### config.mk
export PLATFORM = sky130hd
export DESIGN_NAME = infix_to_postfix_converter
export DESIGN_NICKNAME = d
export VERILOG_FILES = /design/src/itp_pkg.sv /design/src/itp_stack_ram.sv /design/src/itp_out_fifo.sv /design/src/itp_ctrl.sv /design/src/infix_to_postfix_converter.sv
export SDC_FILE = /design/constraint.sdc
export NUM_CORES = 1
export LEC_CHECK = 0
export BUFFER_PORTS_ARGS = -buffer_cell sky130_fd_sc_hd__buf_2
export CAP_MARGIN = 20
export CORE_MARGIN = 1.5
export CORE_UTILIZATION = 37
export CTS_CLUSTER_DIAMETER = 40
export DETAILED_ROUTE_END_ITERATION = 8
export GPL_ROUTABILITY_DRIVEN = 0
export PLACE_DENSITY = 0.55
export SKIP_LAST_GASP = 1
export SLEW_MARGIN = 25
export SYNTH_ARGS = -nofsm -noshare
export SYNTH_HDL_FRONTEND = slang
export SYNTH_SLANG_ARGS = --single-unit
### constraint.sdc
create_clock -name clock -period 5.52 [get_ports clock]
set_clock_uncertainty 0.1 [all_clocks]
set_input_delay 0.828 -clock clock [delete_from_list [all_inputs] [get_ports clock]]
set_output_delay 0.828 -clock clock [all_outputs]
set_load 0.005 [all_outputs]
### src/itp_pkg.sv
// shared constants, types and helpers for the infix to postfix converter
package itp_pkg;

   // sizing
   localparam int STACK_DEPTH = 32;
   localparam int VALUE_WIDTH = 32;
   localparam int ADDR_W      = $clog2(STACK_DEPTH);
   localparam int COUNT_W     = $clog2(STACK_DEPTH + 1);
   localparam int ENTRY_W     = 3;
   localparam int KIND_W      = 3;
   localparam int OKIND_W     = 2;

   // stream widths, fields packed from bit 0 and padded to whole bytes
   localparam int REQ_FIELDS_W = VALUE_WIDTH + ENTRY_W;
   localparam int RSP_FIELDS_W = VALUE_WIDTH + ENTRY_W + 1;
   localparam int REQ_TDATA_W  = ((REQ_FIELDS_W + 7) / 8) * 8;
   localparam int RSP_TDATA_W  = ((RSP_FIELDS_W + 7) / 8) * 8;

   // input token kinds
   localparam logic [KIND_W-1:0] KIND_OPERAND  = 3'd0;
   localparam logic [KIND_W-1:0] KIND_OPERATOR = 3'd1;
   localparam logic [KIND_W-1:0] KIND_OPEN     = 3'd2;
   localparam logic [KIND_W-1:0] KIND_CLOSE    = 3'd3;
   localparam logic [KIND_W-1:0] KIND_END      = 3'd4;

   // result kinds
   localparam logic [OKIND_W-1:0] OUT_OPERAND  = 2'd0;
   localparam logic [OKIND_W-1:0] OUT_OPERATOR = 2'd1;
   localparam logic [OKIND_W-1:0] OUT_END      = 2'd2;

   // operator codes and the stack mark for an opening brace
   localparam logic [ENTRY_W-1:0] OP_PLUS    = 3'd0;
   localparam logic [ENTRY_W-1:0] OP_MINUS   = 3'd1;
   localparam logic [ENTRY_W-1:0] OP_MUL     = 3'd2;
   localparam logic [ENTRY_W-1:0] OP_DIV     = 3'd3;
   localparam logic [ENTRY_W-1:0] OP_POW     = 3'd4;
   localparam logic [ENTRY_W-1:0] OP_MOD     = 3'd5;
   localparam logic [ENTRY_W-1:0] BRACE_MARK = 3'd6;

   // sequencer states
   typedef enum logic [1:0] {
      ST_IDLE,
      ST_CHECK,
      ST_MARK
   } state_type;

   // one result beat
   typedef struct packed {
      logic [OKIND_W-1:0]            kind;
      logic signed [VALUE_WIDTH-1:0] value;
      logic [ENTRY_W-1:0]            oper;
      logic                          overflow;
      logic                          last;
   } beat_type;

   // stack memory request from the sequencer
   typedef struct packed {
      logic               wr_en;
      logic [ADDR_W-1:0]  wr_addr;
      logic [ENTRY_W-1:0] wr_data;
      logic               rd_en;
      logic [ADDR_W-1:0]  rd_addr;
   } stack_req_type;

   // binding strength: + - low, * / % middle, ^ high
   function automatic logic [1:0] op_rank(input logic [ENTRY_W-1:0] op);
      logic [1:0] rank;
      case (op)
         OP_PLUS, OP_MINUS: rank = 2'd1;
         OP_POW:            rank = 2'd3;
         default:           rank = 2'd2;
      endcase
      return rank;
   endfunction

endpackage

### src/itp_stack_ram.sv
// operator stack storage: one write port, one registered read port
module itp_stack_ram #(
   parameter int DEPTH  = 32,
   parameter int WIDTH  = 3,
   parameter int ADDR_W = $clog2(DEPTH)
) (
   input  logic              clock,
   input  logic              wr_en,
   input  logic [ADDR_W-1:0] wr_addr,
   input  logic [WIDTH-1:0]  wr_data,
   input  logic              rd_en,
   input  logic [ADDR_W-1:0] rd_addr,
   output logic [WIDTH-1:0]  rd_data
);

   logic [WIDTH-1:0] mem_ff [DEPTH];
   logic [WIDTH-1:0] rd_data_ff;

   // write port
   always_ff @(posedge clock) begin
      if (wr_en) begin
         mem_ff[wr_addr] <= wr_data;
      end
   end

   // read port, data holds while no read is issued
   always_ff @(posedge clock) begin
      if (rd_en) begin
         rd_data_ff <= mem_ff[rd_addr];
      end
   end

   assign rd_data = rd_data_ff;

endmodule

### src/itp_out_fifo.sv
// two-entry result buffer between the sequencer and the rsp stream
module itp_out_fifo (
   input  logic              clock,
   input  logic              reset,
   input  logic              wr_valid,
   input  itp_pkg::beat_type wr_beat,
   output logic              has_space,
   output logic              rd_valid,
   input  logic              rd_ready,
   output itp_pkg::beat_type rd_beat
);
   import itp_pkg::*;

   beat_type   slot_ff [2];
   logic       wr_ptr_ff, wr_ptr_in;
   logic       rd_ptr_ff, rd_ptr_in;
   logic [1:0] count_ff, count_in;
   logic       do_wr, do_rd;

   assign has_space = (count_ff != 2'd2);
   assign rd_valid  = (count_ff != 2'd0);
   assign rd_beat   = slot_ff[rd_ptr_ff];
   assign do_wr     = wr_valid && has_space;
   assign do_rd     = rd_valid && rd_ready;

   // pointer and fill bookkeeping
   always_comb begin
      wr_ptr_in = do_wr ? ~wr_ptr_ff : wr_ptr_ff;
      rd_ptr_in = do_rd ? ~rd_ptr_ff : rd_ptr_ff;
      count_in  = count_ff + {1'b0, do_wr} - {1'b0, do_rd};
   end

   always_ff @(posedge clock) begin
      if (reset) begin
         wr_ptr_ff <= 1'b0;
         rd_ptr_ff <= 1'b0;
         count_ff  <= 2'd0;
      end else begin
         wr_ptr_ff <= wr_ptr_in;
         rd_ptr_ff <= rd_ptr_in;
         count_ff  <= count_in;
      end
   end

   // payload slots
   always_ff @(posedge clock) begin
      if (do_wr) begin
         slot_ff[wr_ptr_ff] <= wr_beat;
      end
   end

endmodule

### src/itp_ctrl.sv
// token sequencer: reads, pops and pushes the operator stack memory
module itp_ctrl (
   input  logic                                   clock,
   input  logic                                   reset,
   input  logic                                   tok_valid,
   output logic                                   tok_ready,
   input  logic [itp_pkg::KIND_W-1:0]             tok_kind,
   input  logic signed [itp_pkg::VALUE_WIDTH-1:0] tok_value,
   input  logic [itp_pkg::ENTRY_W-1:0]            tok_oper,
   output logic                                   beat_valid,
   output itp_pkg::beat_type                      beat,
   input  logic                                   beat_space,
   output itp_pkg::stack_req_type                 stack_req,
   input  logic [itp_pkg::ENTRY_W-1:0]            stack_top
);
   import itp_pkg::*;

   state_type          state_ff, state_in;
   logic [COUNT_W-1:0] cnt_ff, cnt_in;
   logic               ovf_ff, ovf_in;
   logic [KIND_W-1:0]  kind_ff, kind_in;
   logic [ENTRY_W-1:0] op_ff, op_in;
   logic               pend_ff, pend_in;
   logic [ENTRY_W-1:0] pend_op_ff, pend_op_in;

   logic [COUNT_W-1:0] cnt_m1, cnt_m2;
   logic               stack_full, stop, drop_brace, can_emit;

   assign cnt_m1     = cnt_ff - COUNT_W'(1);
   assign cnt_m2     = cnt_ff - COUNT_W'(2);
   assign stack_full = (cnt_ff == COUNT_W'(STACK_DEPTH));
   assign can_emit   = !pend_ff || beat_space;

   // stop condition on the entry just read from the top of stack
   always_comb begin
      stop       = (cnt_ff == '0);
      drop_brace = 1'b0;
      if (cnt_ff != '0) begin
         unique case (kind_ff) inside
            KIND_OPERATOR: begin
               stop = (stack_top == BRACE_MARK) || (op_rank(stack_top) < op_rank(op_ff));
            end
            KIND_CLOSE: begin
               stop = (stack_top == BRACE_MARK);
            end
            default: begin
               drop_brace = (stack_top == BRACE_MARK);
            end
         endcase
      end
   end

   // next state and outputs
   always_comb begin
      state_in   = state_ff;
      cnt_in     = cnt_ff;
      ovf_in     = ovf_ff;
      kind_in    = kind_ff;
      op_in      = op_ff;
      pend_in    = pend_ff;
      pend_op_in = pend_op_ff;
      tok_ready  = 1'b0;
      beat_valid = 1'b0;
      beat       = '0;
      stack_req  = '0;

      unique case (state_ff)
         ST_IDLE: begin
            tok_ready = beat_space;
            if (tok_valid && beat_space) begin
               kind_in = tok_kind;
               op_in   = tok_oper;
               unique case (tok_kind) inside
                  KIND_OPERAND: begin
                     beat_valid = 1'b1;
                     beat.kind  = OUT_OPERAND;
                     beat.value = tok_value;
                     beat.last  = 1'b1;
                  end
                  KIND_OPERATOR, KIND_CLOSE, KIND_END: begin
                     // operator codes past modulo are ignored
                     if (tok_kind != KIND_OPERATOR || tok_oper <= OP_MOD) begin
                        state_in          = ST_CHECK;
                        stack_req.rd_en   = (cnt_ff != '0);
                        stack_req.rd_addr = cnt_m1[ADDR_W-1:0];
                     end
                  end
                  KIND_OPEN: begin
                     if (stack_full) begin
                        ovf_in = 1'b1;
                     end else begin
                        stack_req.wr_en   = 1'b1;
                        stack_req.wr_addr = cnt_ff[ADDR_W-1:0];
                        stack_req.wr_data = BRACE_MARK;
                        cnt_in            = cnt_ff + COUNT_W'(1);
                     end
                  end
                  default: begin
                  end
               endcase
            end
         end

         ST_CHECK: begin
            if (!stop && drop_brace) begin
               // unclosed brace at end of expression
               cnt_in            = cnt_m1;
               stack_req.rd_en   = (cnt_ff > COUNT_W'(1));
               stack_req.rd_addr = cnt_m2[ADDR_W-1:0];
            end else if (!stop) begin
               // pop one operator, held back one beat to know the last one
               if (can_emit) begin
                  beat_valid        = pend_ff;
                  beat.kind         = OUT_OPERATOR;
                  beat.oper         = pend_op_ff;
                  pend_in           = 1'b1;
                  pend_op_in        = stack_top;
                  cnt_in            = cnt_m1;
                  stack_req.rd_en   = (cnt_ff > COUNT_W'(1));
                  stack_req.rd_addr = cnt_m2[ADDR_W-1:0];
               end
            end else if (can_emit) begin
               beat_valid = pend_ff;
               beat.kind  = OUT_OPERATOR;
               beat.oper  = pend_op_ff;
               beat.last  = (kind_ff != KIND_END);
               pend_in    = 1'b0;
               state_in   = ST_IDLE;
               unique case (kind_ff) inside
                  KIND_OPERATOR: begin
                     if (stack_full) begin
                        ovf_in = 1'b1;
                     end else begin
                        stack_req.wr_en   = 1'b1;
                        stack_req.wr_addr = cnt_ff[ADDR_W-1:0];
                        stack_req.wr_data = op_ff;
                        cnt_in            = cnt_ff + COUNT_W'(1);
                     end
                  end
                  KIND_CLOSE: begin
                     if (cnt_ff != '0) begin
                        cnt_in = cnt_m1;
                     end
                  end
                  default: begin
                     state_in = ST_MARK;
                  end
               endcase
            end
         end

         ST_MARK: begin
            if (beat_space) begin
               beat_valid    = 1'b1;
               beat.kind     = OUT_END;
               beat.overflow = ovf_ff;
               beat.last     = 1'b1;
               ovf_in        = 1'b0;
               state_in      = ST_IDLE;
            end
         end

         default: begin
            state_in = ST_IDLE;
         end
      endcase
   end

   // control registers
   always_ff @(posedge clock) begin
      if (reset) begin
         state_ff <= ST_IDLE;
         cnt_ff   <= '0;
         ovf_ff   <= 1'b0;
         pend_ff  <= 1'b0;
      end else begin
         state_ff <= state_in;
         cnt_ff   <= cnt_in;
         ovf_ff   <= ovf_in;
         pend_ff  <= pend_in;
      end
   end

   // token and pending operator payload
   always_ff @(posedge clock) begin
      kind_ff    <= kind_in;
      op_ff      <= op_in;
      pend_op_ff <= pend_op_in;
   end

endmodule

### src/infix_to_postfix_converter.sv
// infix to postfix converter top level: stream ports, sequencer, stack memory, result buffer
// an operand beat goes into the result buffer as it is taken; one token is taken per cycle
// for operands and opening braces while the buffer has space; operators, closing braces and
// end of expression read the stack top and then pop one entry at a time (end also emits the
// marker), paced by the registered stack read; results pass through a two-beat buffer
// reset clears stack count, overflow flag and buffer; the stack memory is not cleared
module infix_to_postfix_converter (
   input  logic                            clock,
   input  logic                            reset,
   input  logic                            req_tvalid,
   output logic                            req_tready,
   // operand_value, operator_code, zero pad
   input  logic [itp_pkg::REQ_TDATA_W-1:0] req_tdata,
   // token_kind
   input  logic [itp_pkg::KIND_W-1:0]      req_tuser,
   output logic                            rsp_tvalid,
   input  logic                            rsp_tready,
   // out_value, out_operator, overflow, zero pad
   output logic [itp_pkg::RSP_TDATA_W-1:0] rsp_tdata,
   // out_kind
   output logic [itp_pkg::OKIND_W-1:0]     rsp_tuser,
   output logic                            rsp_tlast
);
   import itp_pkg::*;

   logic               beat_valid, beat_space;
   beat_type           beat, rsp_beat;
   stack_req_type      stack_req;
   logic [ENTRY_W-1:0] stack_top;

   // sequencer
   itp_ctrl u_ctrl (
      .clock      (clock),
      .reset      (reset),
      .tok_valid  (req_tvalid),
      .tok_ready  (req_tready),
      .tok_kind   (req_tuser),
      .tok_value  (req_tdata[VALUE_WIDTH-1:0]),
      .tok_oper   (req_tdata[REQ_FIELDS_W-1:VALUE_WIDTH]),
      .beat_valid (beat_valid),
      .beat       (beat),
      .beat_space (beat_space),
      .stack_req  (stack_req),
      .stack_top  (stack_top)
   );

   // operator stack
   itp_stack_ram #(
      .DEPTH  (STACK_DEPTH),
      .WIDTH  (ENTRY_W),
      .ADDR_W (ADDR_W)
   ) u_stack (
      .clock   (clock),
      .wr_en   (stack_req.wr_en),
      .wr_addr (stack_req.wr_addr),
      .wr_data (stack_req.wr_data),
      .rd_en   (stack_req.rd_en),
      .rd_addr (stack_req.rd_addr),
      .rd_data (stack_top)
   );

   // result buffer
   itp_out_fifo u_out (
      .clock     (clock),
      .reset     (reset),
      .wr_valid  (beat_valid),
      .wr_beat   (beat),
      .has_space (beat_space),
      .rd_valid  (rsp_tvalid),
      .rd_ready  (rsp_tready),
      .rd_beat   (rsp_beat)
   );

   // pack the result beat
   assign rsp_tdata = RSP_TDATA_W'({rsp_beat.overflow, rsp_beat.oper, rsp_beat.value});
   assign rsp_tuser = rsp_beat.kind;
   assign rsp_tlast = rsp_beat.last;

endmodule
==> results <==
- The run finished with clean final reports.
- In the global route stage, met2 resource usage came out at 27.8%.
- The most used flip-flop cell after synthesis is sky130_fd_sc_hd__edfxtp_1.
- The worst path in the final design needs a cycle of 4.32 ns, including I/O delays and setup.
- The worst register-to-register path has a setup slack of 1.20 ns.
- After technology mapping, the gate count stands at 687.
- The number of gates resized after CTS was 0.
- The max-slew violation count came to 0.
- After global routing the overflow that remains totals 0.
- The critical path launch point type is a flop.
- The number of setup violations in the final report is 0.
- The setup slack after placement is 1.20 ns.
- After synthesis, the mean cell area works out to 13.2 µm².
- The final critical path takes up 78.2% of the cycle.
- The clock transition at the registers of the reported paths is 0.05 ns.
- Sequential cells were found to cover 64.7% of the synthesized design area.
- The library cell with the largest summed area after synthesis is sky130_fd_sc_hd__edfxtp_1.
- Before antenna repair, the detailed router went through 5 iterations.
- Setup slack closes at 1.20 ns.
- The initial antenna violation count came to 0.
- The global routing stage identified its most utilized layer as met2.
- The number of distinct standard cells referenced by the synthesized netlist is 62.
- After detailed routing, the number of vias per cell comes to 5.25.
- The number of buffers between clock root and the deepest sink is 3.
- The biggest fanout along the worst timing path is 22.
- The worst-margin pin slew is 0.958 ns.
- Global routing consumed, on the met3 layer, 2.88% of the routing resources.
- CTS placed an instance of sky130_fd_sc_hd__clkbuf_16 at the clock tree root.
- The placed instance area is 9950 µm².
- The via count of the routed design is 5,940.
- Setup repair after global routing left no endpoint under its margin.
- The initial utilization of the core area, before any placement, comes to 37.5%.
- Registers take 5890 µm².
- The total count of hold-check failures in the final report was 0.
- For this run, asynchronously set or reset flops after synthesis account for 0%.
- The synthesized design contains 201 register bits.
- The height of the die is 160 µm.
- Entering global routing, the biggest net connects 40 pins.
- Global routing consumed, on the met1 layer, 21.8% of the routing resources.
- Along the worst hold path, the cell count comes to 1.
- The achievable frequency is 232 MHz.
- The required arrival time at the worst endpoint is 5.71 ns.
- In this run the critical register-to-register path is captured at u_stack.rd_data[0].
- Yosys printed 0 warnings.
- In this run the tightest slew margin relative to its limit is 36.1%.
- In this run the most critical hold path is launched from req_tdata[33].
- The placeable core region is 24,200 µm².
- The clock insertion delay at the later pin of the skew report is 0.54 ns.
- Across the VDD grid, the largest voltage drop is 0.000297 V.
- The number of clock sinks is 201.
- The category of the most critical setup path is flop to flop.
- The aggregate routed wire length is 21,100 µm.
- Buffers inserted during clock tree synthesis total 31.
- For this design the ratio of total power to cell area is 408 nW/µm².
- STA puts the critical path data arrival time at 4.51 ns.
- The die area is 25,500 µm².
- For hold timing, the worst endpoint is u_ctrl.op_ff[1].
- The share of cells above drive strength 1 is 25.1%.
- The I/O pin count is 92.
- In the post-synthesis netlist, the biggest area contributors are sky130_fd_sc_hd__edfxtp_1 61%, sky130_fd_sc_hd__mux2_2 5.2%, sky130_fd_sc_hd__dfxtp_1 3.3%.
- The final layout contains 846 nets.
- The average wire length per cell after detail routing is 18.7 µm.
- The die is 160 µm wide.
- The worst hold path belongs to the class input port to flop.
- After floorplanning, the core was divided into 57 placement rows.
- The via count of the first global-routing pass came to 6,004.
- The repair_antennas step left the layout with diodes totalling 0.
- The area growth from synthesis to layout is 20.6%.
- The endpoint type of the worst setup path is a flop.
- During placement, the flow inserted port buffers numbering 82.
- Among the stages of the critical path, the cell type that occurs most often is sky130_fd_sc_hd__buf_4.
- The leakage power summed over all cells is 3.91 nW.
- Max-cap violations in this run came to 0.
- The total routing resource utilization after global routing is 16.6%.
- The tightest hold path in the finished design has a slack of 0.377 ns.
- The synthesized design contains 186 enable-type register cells.
- In this run, post-CTS hold repair placed 0 buffers.
- The largest single stage delay on the critical path is 0.70 ns.
- The share of the synthesized area in the top cell type is 61.4%.
- The cell at the slowest stage of the critical path is sky130_fd_sc_hd__or3_1.
- The number of cells on the worst reg-to-reg path is 10.
- The signal on the critical path passes through inv_1 > ha_1 > or3_1 > nand2_1 > buf_4 > buf_4 > mux2i_1 > a221oi_1 > a22o_1 > mux2_2.
- Summing all multi-input logic gate instances after layout gives 3050 µm².
- The number of antenna-violating nets in the routed design is 0.
- The summed area of non-filler cells in the final layout is 11,000 µm².
- The first global-routing pass estimated 33,600 µm of wire.
- Summed over all nets, the half-perimeter wirelength after detailed placement is 14,300 µm.
- The number of fillers in the final layout is 2,221.
- For this run, design rule violations remaining after detail routing come to 0.
- The violation count after the first detailed-routing iteration is 451.
- The startpoint identified for the worst register-to-register timing path is u_ctrl.cnt_ff[0].
- The count of buffers added by post-CTS timing repair for setup is 0.
- The library cell used most frequently in the layout, excluding fill and tap cells, is sky130_fd_sc_hd__edfxtp_1.
- Leaving out fill and tap cells, the most frequent cells in the layout are 186 x sky130_fd_sc_hd__edfxtp_1, 82 x sky130_fd_sc_hd__buf_2, 65 x sky130_fd_sc_hd__nor2_1, 45 x sky130_fd_sc_hd__and2_1, 44 x sky130_fd_sc_hd__nand2_1.
- In this run the cell area of the synthesized design comes to 9090 µm².
- In this run the number of H-tree levels came out at 1.
- The aggregate negative setup slack is 0 ns.
- TritonCTS built the clock tree.
[worst max-delay path: cells and delay by family (launching register included)]
| family | cells | cell delay [ns] |
|---|---|---|
| buffers and inverters | 3 | 0.89 |
| DFF | 1 | 0.65 |
| muxes | 2 | 0.53 |
| AOI/OAI and AO/OA | 2 | 0.44 |
| adders and majority gates | 1 | 0.42 |
| and+or+nand+nor | 2 | 1.02 |
[cells in the mapped netlist, drive strengths merged (3+ instances only)]
library cell and instances:
mux2 42, inv 18, buf 13, xnor2 7, nand3 30, a31o 3
nor2 68, nor4b 3, a31oi 13, nor4 5, nor3 8, a2111oi 3
a21boi 7, o31ai 5, a21oi 15, dfxtp 15, nand2 44, a21o 3
nand4 7, clkbuf 18, a211oi 17, and2 45, ha 14, nor2b 7
a22o 3, edfxtp 186, a311oi 3, a221oi 8, a22oi 3, nand3b 3
mux2i 22, o21ai 11, and3 15
[final cells by class]
class	count	share of cell area [%]
Clock inverter	20	2.00
Inverter	18	0.616
Clock buffer	36	7.24
Tap cell	324	3.70
Sequential cell	201	53.7
Timing Repair Buffer	93	5.00
Multi-Input combinational cell	440	27.8
[power breakdown]
group / switching, mW / total (mW) / internal, mW
Clock: 0.705 / 1.89 / 1.19
Sequential: 0.0814 / 1.81 / 1.73
Combinational: 0.436 / 0.775 / 0.339
Total: 1.22 / 4.48 / 3.26
[how the worst max path moves through the flow]
stage | from | slack [ns] | to
floorplan | req_tvalid | 1.58 | u_out.slot_ff[0][0]
global placement | req_tuser[1] | 1.20 | u_stack.rd_data[1]
detailed placement | req_tuser[1] | 1.20 | u_stack.rd_data[1]
CTS | u_stack.rd_data[1] | 1.27 | u_stack.rd_data[1]
global route | u_ctrl.cnt_ff[0] | 1.03 | u_stack.rd_data[1]
finish | u_ctrl.cnt_ff[0] | 1.20 | u_stack.rd_data[0]
[kinds of logic after synthesis]
kind of cell | Yosys count | share of synthesized area, %
XOR/XNOR | 8 | 0.770
multiplexers | 64 | 7.62
adder cells (fa/ha/maj) | 14 | 1.93
AO/OA/AOI/OAI | 106 | 8.83
AND/OR/NAND/NOR | 244 | 13.6
flip-flops | 201 | 64.7
buffers and inverters | 49 | 2.46
other | 1 | 0.0412
[metal layers]
layer / wire length [µm] / vias up
li1: - / 2792
met1: 9150 / 2871
met2: 10100 / 230
met3: 1240 / 47
met4: 654 / 0
met5: 0 / -
[metrics by stage]
| stage | power, mW | util (%) | cells |
|---|---|---|---|
| floorplan | 2.34 | - | 690 |
| global placement | 2.59 | 40.7 | 1072 |
| detailed placement | 2.61 | 41.0 | 1076 |
| CTS | 4.52 | 45.2 | 1132 |
| global route | 4.66 | 45.2 | 1132 |
| finish | 4.48 | 45.2 | 1132 |
[state kept, by name (all words and copies together), names as in the netlist, named ones only]
register and flops:
u_ctrl.state_ff 2, u_out.rd_ptr_ff 1, u_out.slot_ff 78, u_ctrl.op_ff 3
u_out.wr_ptr_ff 1, u_ctrl.pend_op_ff 3, u_ctrl.ovf_ff 1, u_ctrl.pend_ff 1
u_ctrl.kind_ff 3, u_stack.rd_data 3, u_stack.mem_ff 96, u_out.count_ff 2
u_ctrl.cnt_ff 6
Note: power is estimated with default switching activity, not from simulation.
